$ cat src/hw/rtl/assert_macros.svh
// assertion macros used by the top level rtl file
`ifndef ASSERT_MACROS_SVH
`define ASSERT_MACROS_SVH

// same-cycle implication, checked out of reset
`define LCVM_ASSERT(label, prop, msg) \
	label: assert property (@(posedge clk) disable iff (!arst_n) prop) else $error(msg);

// next-cycle implication, checked out of reset
`define LCVM_ASSERT_NEXT(label, ante, cons, msg) \
	label: assert property (@(posedge clk) disable iff (!arst_n) (ante) |=> (cons)) \
		else $error(msg);

`endif

$ cat src/hw/rtl/lcvm_pkg.sv
// types and constants of the line clip and viewport map unit
`default_nettype none

package lcvm_pkg;

	localparam int FRAC_BITS       = 16;
	localparam int COLOR_ID_WIDTH  = 16;
	localparam int RES_WIDTH       = 14;
	localparam int COORD_WIDTH     = 32;
	localparam int DEPTH_WIDTH     = FRAC_BITS + 1;
	localparam int T_BITS          = 28;
	localparam int Q_WIDTH         = T_BITS + 1;
	localparam int TC_WIDTH        = T_BITS + 2;
	localparam int DIFF_WIDTH      = COORD_WIDTH + 1;
	localparam int AXES            = 3;
	localparam int PLANES          = 2 * AXES;
	localparam int DIV_STAGES      = Q_WIDTH;
	localparam int SETUP_STAGES    = 2;
	localparam int BACK_STAGES     = 7;
	localparam int LATENCY         = SETUP_STAGES + DIV_STAGES + BACK_STAGES;
	localparam int CFG_INDEX_WIDTH = 4;

	localparam logic [RES_WIDTH-1:0] HRES_RESET = RES_WIDTH'(1024);
	localparam logic [RES_WIDTH-1:0] VRES_RESET = RES_WIDTH'(768);

	typedef enum logic [CFG_INDEX_WIDTH-1:0] {
		REG_HRES = 4'd0,
		REG_VRES = 4'd1
	} cfg_reg_t;

	typedef struct packed {
		logic signed [COORD_WIDTH-1:0] start_x;
		logic signed [COORD_WIDTH-1:0] start_y;
		logic signed [COORD_WIDTH-1:0] start_z;
		logic signed [COORD_WIDTH-1:0] end_x;
		logic signed [COORD_WIDTH-1:0] end_y;
		logic signed [COORD_WIDTH-1:0] end_z;
		logic [COLOR_ID_WIDTH-1:0]     start_color;
		logic [COLOR_ID_WIDTH-1:0]     end_color;
	} item_t;

	typedef struct packed {
		logic                          visible;
		logic signed [COORD_WIDTH-1:0] screen_start_x;
		logic signed [COORD_WIDTH-1:0] screen_start_y;
		logic [DEPTH_WIDTH-1:0]        screen_start_depth;
		logic signed [COORD_WIDTH-1:0] screen_end_x;
		logic signed [COORD_WIDTH-1:0] screen_end_y;
		logic [DEPTH_WIDTH-1:0]        screen_end_depth;
		logic [COLOR_ID_WIDTH-1:0]     out_start_color;
		logic [COLOR_ID_WIDTH-1:0]     out_end_color;
	} result_t;

	// per plane classification made ahead of the divide
	typedef struct packed {
		logic zero_den;
		logic den_pos;
		logic par_rej;
		logic neg;
		logic above;
	} plane_flags_t;

	// segment data carried alongside the dividers
	typedef struct packed {
		logic [AXES-1:0][COORD_WIDTH-1:0] p0;
		logic [AXES-1:0][DIFF_WIDTH-1:0]  d;
		plane_flags_t [PLANES-1:0]        flg;
		logic [COLOR_ID_WIDTH-1:0]        sc;
		logic [COLOR_ID_WIDTH-1:0]        ec;
	} side_t;

endpackage

`default_nettype wire

$ cat src/hw/rtl/lcvm_div.sv
// pipelined restoring divider, one quotient bit per stage
`default_nettype none

module lcvm_div (
	input  wire logic                                clk,
	input  wire logic [lcvm_pkg::COORD_WIDTH-1:0]    an,
	input  wire logic [lcvm_pkg::COORD_WIDTH-1:0]    ad,
	output logic      [lcvm_pkg::Q_WIDTH-1:0]        q
);

	localparam int CW = lcvm_pkg::COORD_WIDTH;
	localparam int QW = lcvm_pkg::Q_WIDTH;
	localparam int NS = lcvm_pkg::DIV_STAGES;

	logic [CW-1:0] r_s  [NS];
	logic [CW-1:0] ad_s [NS];
	logic [QW-1:0] q_s  [NS];

	// q = floor(an * 2^T_BITS / ad), valid when an <= ad
	for (genvar k = 0; k < NS; k++) begin : g_stage
		logic [CW:0] rin;
		logic [CW:0] den;
		logic        ge;
		logic [CW:0] rdiff;
		if (k == 0) begin : g_first
			assign rin = {1'b0, an};
			assign den = {1'b0, ad};
		end else begin : g_next
			assign rin = {r_s[k-1], 1'b0};
			assign den = {1'b0, ad_s[k-1]};
		end
		assign ge    = rin >= den;
		assign rdiff = rin - den;
		always_ff @(posedge clk) begin
			r_s[k]  <= ge ? rdiff[CW-1:0] : rin[CW-1:0];
			ad_s[k] <= den[CW-1:0];
		end
		if (k == 0) begin : g_q_first
			always_ff @(posedge clk) begin
				q_s[k] <= {{(QW-1){1'b0}}, ge};
			end
		end else begin : g_q_next
			always_ff @(posedge clk) begin
				q_s[k] <= {q_s[k-1][QW-2:0], ge};
			end
		end
	end

	assign q = q_s[NS-1];

endmodule

`default_nettype wire

$ cat config.mk
export PLATFORM = sky130hd
export DESIGN_NAME = lcvm_div
export DESIGN_NICKNAME = d
export VERILOG_FILES = /design/src/hw/rtl/assert_macros.svh /design/src/hw/rtl/lcvm_pkg.sv /design/src/hw/rtl/lcvm_div.sv
export SDC_FILE = /design/constraint.sdc
export NUM_CORES = 2
export LEC_CHECK = 0
export BUFFER_PORTS_ARGS = -buffer_cell sky130_fd_sc_hd__buf_2
export CELL_PAD_IN_SITES_DETAIL_PLACEMENT = 0
export CELL_PAD_IN_SITES_GLOBAL_PLACEMENT = 1
export CORE_AREA = 2 2 630 475
export CTS_CLUSTER_DIAMETER = 80
export DETAILED_ROUTE_END_ITERATION = 7
export DIE_AREA = 0 0 632 477
export MAX_ROUTING_LAYER = met4
export PLACE_DENSITY_LB_ADDON = 0.15
export REMOVE_ABC_BUFFERS = 1
export SLEW_MARGIN = 30
export SYNTH_ARGS = -nofsm -noshare
export SYNTH_HDL_FRONTEND = slang
export SYNTH_SLANG_ARGS = --single-unit
$ cat constraint.sdc
create_clock -name clk -period 4.5 [get_ports clk]
set_input_delay 0.9 -clock clk [delete_from_list [all_inputs] [get_ports clk]]
set_output_delay 0.9 -clock clk [all_outputs]
set_load 0.01 [all_outputs]
Yosys cells after proc, flatten, opt, wreduce, memory -nomap -nowiden
Memories as Yosys holds them, arrays and structs flattened. Index checks and enable logic that the tools add are counted.

$add $sub $neg: 29. $lt $le $gt $ge: 29. Muxes and demuxes: 29.

Operator list (number): $mux W32 (29); $sub A32 B32 Y32 (29); $ge A33 B32 Y1 (28); $ge A32 B32 Y1 (1).

Memories: 3. Output and inout port bits: 29. Memory bits (writable): 2697. Register bits: 0.

Memories: ad_s (words 29, bits a word 32, rd ports 28, clocked after Yosys merged registers in 0, write ports 29, RTL line lcvm_div.sv:16) `logic [CW-1:0] ad_s [NS];`; r_s (words 29, bits a word 32, rd ports 28, clocked after Yosys merged registers in 0, write ports 29, RTL line lcvm_div.sv:15) `logic [CW-1:0] r_s [NS];`; q_s (words 29, bits a word 29, rd ports 29, clocked after Yosys merged registers in 0, write ports 29, RTL line lcvm_div.sv:17) `logic [QW-1:0] q_s [NS];`.

Longest topological paths before layout
An unclocked memory read counts as a cell.

Depth in word-level cells: 3. Depth in mapped cells: 16. Gate-level depth less buffers: 14.

Least setup slack after synthesis
Ideal clock, no wire load.

Path kind: input port to flip-flop. Start point: input an[0] (netlist bit). End point: memory r_s[0][4] (netlist bit). Stages: 14. Library setup time: 0.087 ns. Setup slack: 0.877 ns. Arrival: 3.536 ns. Path buffers: 1. Data required time: 4.413 ns. Path through: inv_1 ha_1 fa_1 nor2b_1 o21ai_0 a21oi_1 o21ai_0 a21oi_1 a41oi_1 a31oi_1 o22ai_1 o21bai_1 clkbuf_1 o31ai_1.

RTL lines: from (decl) (RTL line lcvm_div.sv:6) `input wire logic [lcvm_pkg::COORD_WIDTH-1:0] an,`; to (decl) (RTL line lcvm_div.sv:15).

==> results.json <==
{
  "cts-buffers-inserted": 240,
  "drt-total-wl_um": 273400,
  "htree_levels": 4,
  "cp_max_fo": 33,
  "setup.worst_path.class": "reg2reg",
  "arrival_ps": 5030,
  "r2r_setup_slack_ps": 220,
  "maxSlewViolCount": 0,
  "synth_cells": 11078,
  "grt_usage_pct": 18.17,
  "dieArea_sq_um": 301500,
  "nFillCells": 29553,
  "gp_congestion": 0.9031,
  "drive_gt1_share_pct": 9.398,
  "chipWidth_um": 632,
  "synth_edf_count": 0,
  "post_cts_buffers": 0,
  "rsz0062_at_grt": "false",
  "end_kind": "flop",
  "grt_pass1_vias": 72337,
  "clk_pin_slew_worst_paths_ps": 60,
  "holdPathEnd": "ad_s[0][29]",
  "reg2reg_from": "ad_s[1][193]",
  "hold_slack_ps": 116.2,
  "synth.distinct_cells": 100,
  "timing.final.crit_share_pct": 95.10,
  "critPathMostFrequentCell": "buf_4",
  "grt_max_degree": 56,
  "route.antenna.remaining_nets": 0,
  "skew_ps": 51.48,
  "reg2reg_depth": 16,
  "clockBufferDepth": 4,
  "period_needed_ps": 4280,
  "post_drt_via_cell_ratio": 4.917,
  "tns_ps": 0,
  "io_buffer_count": 93,
  "num_rows": 173,
  "synth_seq_area_share_pct": 43.26,
  "yosysTopAreaCell": "dfxtp_1",
  "drt_iter0_markers": 5242,
  "wl_per_cell_um": 17.78,
  "initial_core_util_pct": 34.90,
  "vias": 75577,
  "r2r_end": "r_s[1][241]",
  "cts.sinks": 2227,
  "firstDrtPassIters": 7,
  "cts_tree": "done",
  "clock_latency_ps": 900,
  "p_per_area_nw_per_um2": 861.4,
  "hold_class": "in2reg",
  "vdd_drop_max_mv": 0.3612,
  "max_stage_delay_ps": 430,
  "antenna_found_initial": 18,
  "syn_area_per_cell_sq_um": 9.302,
  "cts_resized": 0,
  "syn_area_sq_um": 103000,
  "maxCapViolations": 0,
  "cp.required_ps": 5250,
  "ys_ff_latch": 2227,
  "yosys_warnings": 0,
  "final_nets": 12255,
  "finalSetupViolations": 0,
  "finalHoldViolations": 0,
  "grt_pass1_wl_um": 423300,
  "synth_top_area_share_pct": 43.26,
  "die_y_um": 477,
  "async_reset_ff_share_pct": 0,
  "ios": 94,
  "worst_pin_slew_ps": 966.2,
  "place_hpwl_um": 217000,
  "coreArea_sq_um": 295200,
  "cts_hold_buf": 0,
  "critical_path.cell_chain": "inv_1 > ha_1 > nor2b_1 > o21ai_1 > a21oi_1 > o21ai_0 > buf_4 > a31oi_1 > buf_4 > a221o_1 > a41oi_2 > o211ai_1 > a41o_1 > a41oi_4 > buf_12 > mux2_2",
  "worstHoldStart": "ad[29]",
  "grt.overflow.total": 0,
  "root_buffer": "clkbuf_16",
  "slew_headroom_pct": 34.99,
  "max_freq_mhz": 233.7,
  "holdPathStages": 1,
  "synth_ff_type": "dfxtp_1",
  "leakage_nw": 53.78,
  "synth.area.top_cells": "dfxtp_1, ha_1, inv_1",
  "drcViolationCount": 0,
  "outcome": "finished, final reports clean",
  "critPathSlowestCell": "a41o_1",
  "cp-startpoint": "ad_s[1][193]",
  "syn2layout_area_growth_pct": 13.15,
  "start_kind": "flop"
}
worst max path at each step:
stage          cells after the start  slack (ps)          end
3_5_place_dp                      15         240    r_s[0][3]
4_1_cts                           16         370  r_s[1][241]
5_1_grt                           16          30  r_s[1][244]
6_report                          16         220  r_s[1][241]
3_3_place_gp                      15         280    r_s[0][3]
2_1_floorplan                     11        -980   r_s[1][36]
per-layer routing:
layer  wire, um  track usage, %
met5          0               -
met3      18550           3.945
met1     146500           27.78
met2     103500           23.96
met4       4862           3.519
cell families after synthesis:
| group | after synthesis | synth area share [%] |
|---|---|---|
| xor gates and xnor gates | 754 | 6.409 |
| AOI/OAI and AO/OA | 2886 | 17.52 |
| muxes | 395 | 4.378 |
| DFF | 2227 | 43.26 |
| buffers and inverters | 1446 | 5.530 |
| and+or+nand+nor | 2415 | 11.10 |
| adders and majority gates | 955 | 11.80 |
layout make-up:
cell class                 instances  area [sq um]  area share, %
antenna                            7         17.52        0.01502
clock buffer                     318          6719          5.763
clock inverter                   117          1470          1.261
inverter                        1150          4317          3.702
multi-input combinational       7405         52960          45.42
sequential                      2227         44580          38.24
tap                             3937          4926          4.225
timing repair buffer             211          1602          1.374
flip-flops by register name, indices dropped and copies added, names as in the netlist:
| register | count |
|---|---|
| q_s | 435 |
| r_s | 896 |
| ad_s | 896 |
synth_stat cells, types with 68 or more instances:
cell	number
a21o_1	469
a21oi_1	832
a31oi_1	92
and3_1	81
clkbuf_1	194
dfxtp_1	2227
ha_1	927
inv_1	1148
mux2_2	344
nand2_1	787
nand2b_1	158
nand3_1	199
nand4_1	138
nor2_1	576
nor2b_1	147
nor3_1	121
o21a_1	113
o21ai_0	756
o21bai_1	95
o31ai_1	68
xnor2_1	445
xor2_1	309
cell usage in the layout, fill, tap and decap left out, types with 121 or more instances in the layout:
master     synthesis  layout
nand4_1          138     138
a21oi_1          832     829
xnor2_1          445     445
clkbuf_16          0     240
xor2_1           309     309
nand3_1          199     199
mux2_2           344     344
nand2_1          787     787
o21ai_0          756     755
ha_1             927     927
nor3_1           121     121
dfxtp_1         2227    2227
nor2b_1          147     146
nand2b_1         158     158
a21o_1           469     468
nor2_1           576     576
inv_1           1148    1148
critical path, delay by kind of cell, from the launching register on:
family	cells	cell delay, ps
AND/OR/NAND/NOR	1	150
buffers and inverters	4	620
multiplexers	1	370
adder cells (fa/ha/maj)	1	290
AO/OA/AOI/OAI	9	2310
flip-flops	1	360
through the flow:
| stage | std cells | total power [mW] | area [sq um] | util (%) | setup slack (ps) |
|---|---|---|---|---|---|
| after floorplan | 10782 | 66.21 | 101700 | - | -981.6 |
| after global placement | 14930 | 79.85 | 108400 | 36.71 | 281.7 |
| after detailed placement | 14930 | 79.87 | 108400 | 36.71 | 235.2 |
| after CTS | 15365 | 101.2 | 116600 | 39.48 | 365.4 |
| after global routing | 15369 | 108.5 | 116600 | 39.49 | 32.20 |
| final | 15372 | 100.4 | 116600 | 39.49 | 220.3 |
power breakdown:
part / internal, mW / switching [mW] / leakage [nW]
clock network: 12.1 / 8.28 / 4.01
logic: 22.1 / 27.4 / 31.0
registers: 26.7 / 3.84 / 18.8
(Power assumes the default switching activity.)
