[config.mk]
export PLATFORM = sky130hd
export DESIGN_NAME = lcvm_setup
export DESIGN_NICKNAME = d
export VERILOG_FILES = /design/src/hw/rtl/assert_macros.svh /design/src/hw/rtl/lcvm_pkg.sv /design/src/hw/rtl/lcvm_setup.sv
export SDC_FILE = /design/constraint.sdc
export NUM_CORES = 2
export LEC_CHECK = 0
export ABC_AREA = 1
export BUFFER_PORTS_ARGS = -buffer_cell sky130_fd_sc_hd__buf_2
export CORE_MARGIN = 8
export CORE_UTILIZATION = 35
export CTS_CLUSTER_SIZE = 8
export DETAILED_ROUTE_END_ITERATION = 12
export GPL_TIMING_DRIVEN = 0
export PLACE_DENSITY = 0.56
export SLEW_MARGIN = 20
export SYNTH_ARGS = -nofsm -noshare
export SYNTH_HDL_FRONTEND = slang
export SYNTH_SLANG_ARGS = --single-unit
export TNS_END_PERCENT = 1
[constraint.sdc]
create_clock -name clk -period 3.9 [get_ports clk]
set_input_delay 0.195 -clock clk [delete_from_list [all_inputs] [get_ports clk]]
set_output_delay 0.195 -clock clk [all_outputs]
set_load 0.03 [all_outputs]
[src/hw/rtl/assert_macros.svh]
// assertion macros used by the top level rtl file
`ifndef ASSERT_MACROS_SVH
`define ASSERT_MACROS_SVH

// same-cycle implication, checked out of reset
`define LCVM_ASSERT(label, prop, msg) \
	label: assert property (@(posedge clk) disable iff (!arst_n) prop) else $error(msg);

// next-cycle implication, checked out of reset
`define LCVM_ASSERT_NEXT(label, ante, cons, msg) \
	label: assert property (@(posedge clk) disable iff (!arst_n) (ante) |=> (cons)) \
		else $error(msg);

`endif

[src/hw/rtl/lcvm_pkg.sv]
// types and constants of the line clip and viewport map unit
`default_nettype none

package lcvm_pkg;

	localparam int FRAC_BITS       = 16;
	localparam int COLOR_ID_WIDTH  = 16;
	localparam int RES_WIDTH       = 14;
	localparam int COORD_WIDTH     = 32;
	localparam int DEPTH_WIDTH     = FRAC_BITS + 1;
	localparam int T_BITS          = 28;
	localparam int Q_WIDTH         = T_BITS + 1;
	localparam int TC_WIDTH        = T_BITS + 2;
	localparam int DIFF_WIDTH      = COORD_WIDTH + 1;
	localparam int AXES            = 3;
	localparam int PLANES          = 2 * AXES;
	localparam int DIV_STAGES      = Q_WIDTH;
	localparam int SETUP_STAGES    = 2;
	localparam int BACK_STAGES     = 7;
	localparam int LATENCY         = SETUP_STAGES + DIV_STAGES + BACK_STAGES;
	localparam int CFG_INDEX_WIDTH = 4;

	localparam logic [RES_WIDTH-1:0] HRES_RESET = RES_WIDTH'(1024);
	localparam logic [RES_WIDTH-1:0] VRES_RESET = RES_WIDTH'(768);

	typedef enum logic [CFG_INDEX_WIDTH-1:0] {
		REG_HRES = 4'd0,
		REG_VRES = 4'd1
	} cfg_reg_t;

	typedef struct packed {
		logic signed [COORD_WIDTH-1:0] start_x;
		logic signed [COORD_WIDTH-1:0] start_y;
		logic signed [COORD_WIDTH-1:0] start_z;
		logic signed [COORD_WIDTH-1:0] end_x;
		logic signed [COORD_WIDTH-1:0] end_y;
		logic signed [COORD_WIDTH-1:0] end_z;
		logic [COLOR_ID_WIDTH-1:0]     start_color;
		logic [COLOR_ID_WIDTH-1:0]     end_color;
	} item_t;

	typedef struct packed {
		logic                          visible;
		logic signed [COORD_WIDTH-1:0] screen_start_x;
		logic signed [COORD_WIDTH-1:0] screen_start_y;
		logic [DEPTH_WIDTH-1:0]        screen_start_depth;
		logic signed [COORD_WIDTH-1:0] screen_end_x;
		logic signed [COORD_WIDTH-1:0] screen_end_y;
		logic [DEPTH_WIDTH-1:0]        screen_end_depth;
		logic [COLOR_ID_WIDTH-1:0]     out_start_color;
		logic [COLOR_ID_WIDTH-1:0]     out_end_color;
	} result_t;

	// per plane classification made ahead of the divide
	typedef struct packed {
		logic zero_den;
		logic den_pos;
		logic par_rej;
		logic neg;
		logic above;
	} plane_flags_t;

	// segment data carried alongside the dividers
	typedef struct packed {
		logic [AXES-1:0][COORD_WIDTH-1:0] p0;
		logic [AXES-1:0][DIFF_WIDTH-1:0]  d;
		plane_flags_t [PLANES-1:0]        flg;
		logic [COLOR_ID_WIDTH-1:0]        sc;
		logic [COLOR_ID_WIDTH-1:0]        ec;
	} side_t;

endpackage

`default_nettype wire

[src/hw/rtl/lcvm_setup.sv]
// front stages: differences, plane numerators, magnitudes and plane flags
`default_nettype none

module lcvm_setup (
	input  wire logic                                           clk,
	input  wire logic                                           arst_n,
	input  wire logic                                           in_vld,
	input  wire lcvm_pkg::item_t                                item,
	output logic                                                vld_s2,
	output lcvm_pkg::side_t                                     side_s2,
	output logic [lcvm_pkg::PLANES-1:0][lcvm_pkg::COORD_WIDTH-1:0] an_s2,
	output logic [lcvm_pkg::PLANES-1:0][lcvm_pkg::COORD_WIDTH-1:0] ad_s2
);

	localparam int CW = lcvm_pkg::COORD_WIDTH;
	localparam int DW = lcvm_pkg::DIFF_WIDTH;
	localparam logic signed [DW-1:0] ONE = DW'(1) <<< lcvm_pkg::FRAC_BITS;

	logic signed [CW-1:0] p0_c [lcvm_pkg::AXES];
	logic signed [CW-1:0] p1_c [lcvm_pkg::AXES];

	logic                 vld_s1;
	logic signed [CW-1:0] p0_s1  [lcvm_pkg::AXES];
	logic signed [DW-1:0] d_s1   [lcvm_pkg::AXES];
	logic signed [DW-1:0] nlo_s1 [lcvm_pkg::AXES];
	logic signed [DW-1:0] nhi_s1 [lcvm_pkg::AXES];
	logic [lcvm_pkg::COLOR_ID_WIDTH-1:0] sc_s1, ec_s1;

	assign p0_c[0] = item.start_x;
	assign p0_c[1] = item.start_y;
	assign p0_c[2] = item.start_z;
	assign p1_c[0] = item.end_x;
	assign p1_c[1] = item.end_y;
	assign p1_c[2] = item.end_z;

	function automatic logic [CW-1:0] mag(input logic signed [DW-1:0] v);
		logic signed [DW-1:0] n;
		n = -v;
		return v[DW-1] ? n[CW-1:0] : v[CW-1:0];
	endfunction

	always_ff @(posedge clk or negedge arst_n) begin
		if (!arst_n) begin
			vld_s1 <= 1'b0;
			vld_s2 <= 1'b0;
		end else begin
			vld_s1 <= in_vld;
			vld_s2 <= vld_s1;
		end
	end

	// stage 1: direction and the numerators of the low and high planes
	always_ff @(posedge clk) begin
		for (int i = 0; i < lcvm_pkg::AXES; i++) begin
			p0_s1[i]  <= p0_c[i];
			d_s1[i]   <= DW'(p1_c[i]) - DW'(p0_c[i]);
			nlo_s1[i] <= -ONE - DW'(p0_c[i]);
			nhi_s1[i] <= DW'(p0_c[i]) - ONE;
		end
		sc_s1 <= item.start_color;
		ec_s1 <= item.end_color;
	end

	// stage 2: magnitudes for the divider, sign and range flags
	always_ff @(posedge clk) begin
		logic [CW-1:0] ad, alo, ahi;
		logic          dz, dneg;
		for (int i = 0; i < lcvm_pkg::AXES; i++) begin
			ad   = mag(d_s1[i]);
			alo  = mag(nlo_s1[i]);
			ahi  = mag(nhi_s1[i]);
			dz   = (d_s1[i] == '0);
			dneg = d_s1[i][DW-1];
			side_s2.p0[i] <= p0_s1[i];
			side_s2.d[i]  <= d_s1[i];
			ad_s2[2*i]    <= ad;
			ad_s2[2*i+1]  <= ad;
			an_s2[2*i]    <= alo;
			an_s2[2*i+1]  <= ahi;
			// low plane: den = d
			side_s2.flg[2*i].zero_den <= dz;
			side_s2.flg[2*i].den_pos  <= !dz && !dneg;
			side_s2.flg[2*i].par_rej  <= dz && !nlo_s1[i][DW-1] && (nlo_s1[i] != '0);
			side_s2.flg[2*i].neg      <= (nlo_s1[i] != '0) && (nlo_s1[i][DW-1] != dneg);
			side_s2.flg[2*i].above    <= alo > ad;
			// high plane: den = -d
			side_s2.flg[2*i+1].zero_den <= dz;
			side_s2.flg[2*i+1].den_pos  <= dneg;
			side_s2.flg[2*i+1].par_rej  <= dz && !nhi_s1[i][DW-1] && (nhi_s1[i] != '0);
			side_s2.flg[2*i+1].neg      <= (nhi_s1[i] != '0) &&
				(nhi_s1[i][DW-1] != (!dneg && !dz));
			side_s2.flg[2*i+1].above    <= ahi > ad;
		end
		side_s2.sc <= sc_s1;
		side_s2.ec <= ec_s1;
	end

endmodule

`default_nettype wire

# ---- Word-level counts from Yosys, hierarchy flattened
# Memories as Yosys holds them, arrays and structs flattened. A register that Yosys moved wholly into a read port is not among the register bits.
# Index checks and enable logic that the tools add are counted.
dict set report classes {
  muxes 9
  n_reduce_logical 42
  order_cmp 6
  add_sub_neg 18
  n_eq_ne 6
}
# cell n
set ops {}
lappend ops {{2-to-1 mux 32 bit} 9}
lappend ops {{negator 32 bit} 9}
lappend ops {{nonzero test 33 bit} 6}
lappend ops {{> comparator 32 bit} 6}
lappend ops {{zero test 33 bit} 3}
lappend ops {{subtractor 17 x 32 -> 33 bit (first input constant)} 3}
lappend ops {{subtractor 32 x 18 -> 33 bit (second input constant)} 3}
lappend ops {{subtractor 32 x 32 -> 33 bit} 3}
lappend ops {{logical AND 1 bit} 21}
lappend ops {{zero test 1 bit} 12}
lappend ops {{inequality test 1 bit} 6}
dict set report totals {
  ram_bits 393
  mem_count 4
  wordCells 130
  reg_bits 480
}
# name words word_bits read_ports rd_ports_with_merged_regs wr line
set memory_table {}
lappend memory_table {d_s1 3 33 3 0 3 lcvm_setup.sv:24} ;# logic signed [DW-1:0] d_s1 [lcvm_pkg::AXES];
lappend memory_table {nhi_s1 3 33 3 0 3 lcvm_setup.sv:26} ;# logic signed [DW-1:0] nhi_s1 [lcvm_pkg::AXES];
lappend memory_table {nlo_s1 3 33 3 0 3 lcvm_setup.sv:25} ;# logic signed [DW-1:0] nlo_s1 [lcvm_pkg::AXES];
lappend memory_table {p0_s1 3 32 3 3 3 lcvm_setup.sv:23} ;# logic signed [CW-1:0] p0_s1 [lcvm_pkg::AXES];

# ---- Longest topological paths before layout
dict set report depth {
  ltp_word 5
  mapped_depth 25
}

# ---- Least setup slack after synthesis
# OpenSTA, ideal clock, no wires.
dict set report synth_path {
  path_kind {register -> register}
  start {memory nlo_s1[0][66] (netlist bit)}
  end {register side_s2[57] (netlist bit)}
  t_arrival_ps 2729
  slack_ps 1053
  stages_incl_launch_ff 18
  setup_ps 118
  path_cell_list {dfxtp_1 inv_1 ha_1 nand3_1 nor2_1 nand3_1 nor2_1 nand2_1 nor2_1 a31oi_1 xor2_1 ha_1 nand4_1 nor3_1 nand3_1 nor3_1 and3_1 a21oi_1}
}
# element line
set synth_lines {}
lappend synth_lines {{from (decl)} lcvm_setup.sv:25}
lappend synth_lines {{to (decl)} lcvm_setup.sv:10} ;# output lcvm_pkg::side_t side_s2,

==> run metrics <==
outcome=finished clean; Buffers on Ports=868; Pwr per Cell Area=about 650 nW/µm²; first-pass GRT wire length=219,000 µm; Layout Cells excl Fill=approximately 7,200; Cells after Synth=~4,500; Worst-Margin Slew=around 0.92 ns; CP required=around 4.5 ns; CP endpoint=side_s2[57]$_DFF_P_; sequential element share of the synthesized area=between 40% and 50%; Final Hold Violating Endpoints=0; max_slew headroom=38.9%; root buffer cell=clkbuf_16; Skew-Pair Late Insertion Delay=between 0.7 and 0.8 ns; vias per inst=about 4.7; max-cap violations=0; drt drc=0; Hold Path Class=primary input to register; Setup Viol. Count Final=0; row cnt=between 100 and 150; Nets=6,219; pin count of the biggest net entering global routing=17; Die X=around 350 µm; Die Y=between 300 and 400 µm; Setup Crit Path Kind=register to register; worst vdd ir=approximately 0.00042 V; Reg2Reg Setup Slack=0.15 ns; Top Ports=about 870; Period minus WS final=3.75 ns; core area=111,000 µm²; Syn-to-layout area delta=32.0%; Unique masters post-synth=55; final antenna-violating net count=0; CTS tree=done; Final Total Pwr=33.3 mW; Iter 0 DRT Violations=~2,300; Worst Path Max Fanout=3; GR Overflow Total=0; Total Routed Length=152,000 µm; CP endpoint kind=register; routability cong.=between 0.9 and 1; Min Hold Slack=0.101 ns; clk_skew=roughly 0.032 ns; Yosys warnings=0; Worst Setup SP=d_s1[0][66]$_DFF_P_; final instance area=51,400 µm²; FF-to-FF path depth=19; most frequent cells in the layout=904 x dfxtp_1, 870 x buf_2, 675 x nand2_1, 569 x inv_1, 432 x nor2_1; leakage power=24.9 nW; vias in the first global route=around 35,000; crit path launch type=register; TNS Setup=0 ns; Mapped Avg Cell Area=around 8.7 µm²; DR vias=34,100; share of cells above drive strength 1=~22%; GRT Util Overall=23.8%; placed cell count=between 6,000 and 7,000; critical path arrival=about 4.4 ns; Placed Area=around 45,000 µm²; EDFF count, synth=0; Main synth FF type=dfxtp_1; Clock transition at path regs=about 0.050 ns; TritonRoute pass-1 iters=6; CTS Sinks=906; DP Wirelength=127,000 µm; initial antenna violation count=15; ys async rst share=less than 1%; Syn Std Cell Area=slightly below 40,000 µm²; FMAX=266 MHz; Longest Clk Path Bufs=3; total CTS buffers=approximately 130; R2R Path End=side_s2[57]$_DFF_P_; Final Max Slew Viols=0; net count after synthesis=~5,000; H-tree depth=4; DR WL/cell=~21 µm; Tcrit/Tclk final=about 96%; r2r startpoint=d_s1[0][66]$_DFF_P_; RSZ-0062 raised after global routing=yes; commonest non-fill, non-tap cell in the layout=dfxtp_1; Die Area=122,000 µm²; register bit total from synthesis=roughly 900; starting density of the core=roughly a third
## power breakdown
group	internal (mW)	leakage (nW)	total (mW)	switching, mW
sequential	10.7	7.65	11.8	1.09
combinational	3.53	15.5	11.0	7.52
clock	6.24	1.80	10.4	4.20
total	20.5	24.9	33.3	12.8
## registers in the layout (all words and copies together) (netlist names)
name / count
vld_s1: 1
side_s2: 248
nlo_s1: 99
ad_s2: 93
vld_s2: 1
p0_s1: 48
ec_s1: 16
sc_s1: 16
d_s1: 99
an_s2: 189
nhi_s1: 96
## critical path: stages, from the launching register on
cell     delay, ns
dfxtp_1       0.39
inv_1         0.15
ha_1          0.17
nand2_1       0.09
nor2_2        0.18
nand4_1       0.30
inv_1         0.12
nand2_1       0.13
nor2_2        0.21
nand2_1       0.13
o21ai_1       0.16
xor2_1        0.25
inv_1         0.10
ha_1          0.28
nand2_1       0.08
nor3_2        0.30
nand3_1       0.11
nor3_1        0.25
and3_1        0.19
a21oi_1       0.04
## how the worst min path moves through the flow
stage                     startpoint           endpoint  slack (ns)  cells past startpoint
after floorplan               arst_n   vld_s1$_DFF_PN0_       -0.10                      0
after global placement        arst_n   vld_s1$_DFF_PN0_       -0.02                      1
after detailed placement      arst_n   vld_s2$_DFF_PN0_       -0.02                      1
after CTS                   item[18]   sc_s1[2]$_DFF_P_        0.03                      2
after global routing        item[13]  ec_s1[13]$_DFF_P_        0.07                      2
final                       item[13]  ec_s1[13]$_DFF_P_        0.10                      2
## final cells by class
cell class	instances	area [µm²]
Clock inverter	17	265
Buffer	152	1000
Tap cell	1488	1860
Antenna cell	10	25.0
Sequential cell	906	18100
Fill cell	10700	59100
Inverter	585	2200
Clock buffer	146	3420
Timing Repair Buffer	1102	6680
Multi-Input combinational cell	2815	17800
## metrics by stage
| stage | setup slack, ns | utilization, % |
|---|---|---|
| 3_3_place_gp | -0.339 | 40.8 |
| 5_1_grt | -0.0971 | 46.5 |
| 2_1_floorplan | 1.05 | - |
| 6_report | 0.147 | 46.5 |
| 4_1_cts | 0.00870 | 46.3 |
| 3_5_place_dp | -0.379 | 40.8 |
## Yosys cell counts, types with 5 or more instances
master	number	share of area, %
a21boi_1	12	0.23
nand2_2	7	0.11
nor3_1	70	0.90
xnor2_1	91	2.0
nand4_1	59	0.95
o21a_1	21	0.41
o31ai_1	16	0.31
nor4_1	48	0.77
o2111ai_1	11	0.25
and3_1	5	0.080
o21bai_1	22	0.42
o21ai_0	138	1.8
nand3_2	7	0.18
buf_4	112	2.2
nor3_2	13	0.33
dfxtp_1	904	47
o21ai_2	9	0.20
inv_1	570	5.5
or2_2	6	0.096
nand2_1	676	6.5
xor2_1	364	8.2
a211oi_1	15	0.29
o211ai_1	6	0.12
ha_1	294	9.5
a21o_1	12	0.23
a31oi_1	8	0.13
nor2_2	18	0.29
inv_2	15	0.14
nand3_1	155	2.0
nand3b_1	14	0.27
nor2_1	439	4.2
clkbuf_1	35	0.34
a221oi_1	6	0.14
o21ai_1	20	0.26
a21oi_1	214	2.8
## logic make-up (layout without fill, tap and decap cells)
logic type	count (synthesis)	count (layout)	synth area share [%]
and+or+nand+nor	1540	1540	17.5
DFF	906	906	46.6
buffers and inverters	737	2002	8.20
AOI/OAI and AO/OA	523	523	7.84
xor gates and xnor gates	455	455	10.2
adders and majority gates	297	297	9.61
other	0	10	0
## per-layer routing
layer	global-route usage [%]	vias up	part of all wire, %
li1	-	16700	-
met1	29.1	15900	42
met2	40.4	1224	47
met3	6.30	252	7.3
met4	8.23	6	3.3
met5	0	-	0.022
## repair_timing
action / 4_1_cts / 5_1_grt
pin swaps: 0 / 2
gates resized for setup: 9 / 38
setup endpoints to repair: 4 / 6
endpoints found under the hold margin: 370 / 0
buffers inserted: 0 / 1
hold buffers: 233 / 0
(Power assumes the default switching activity.)
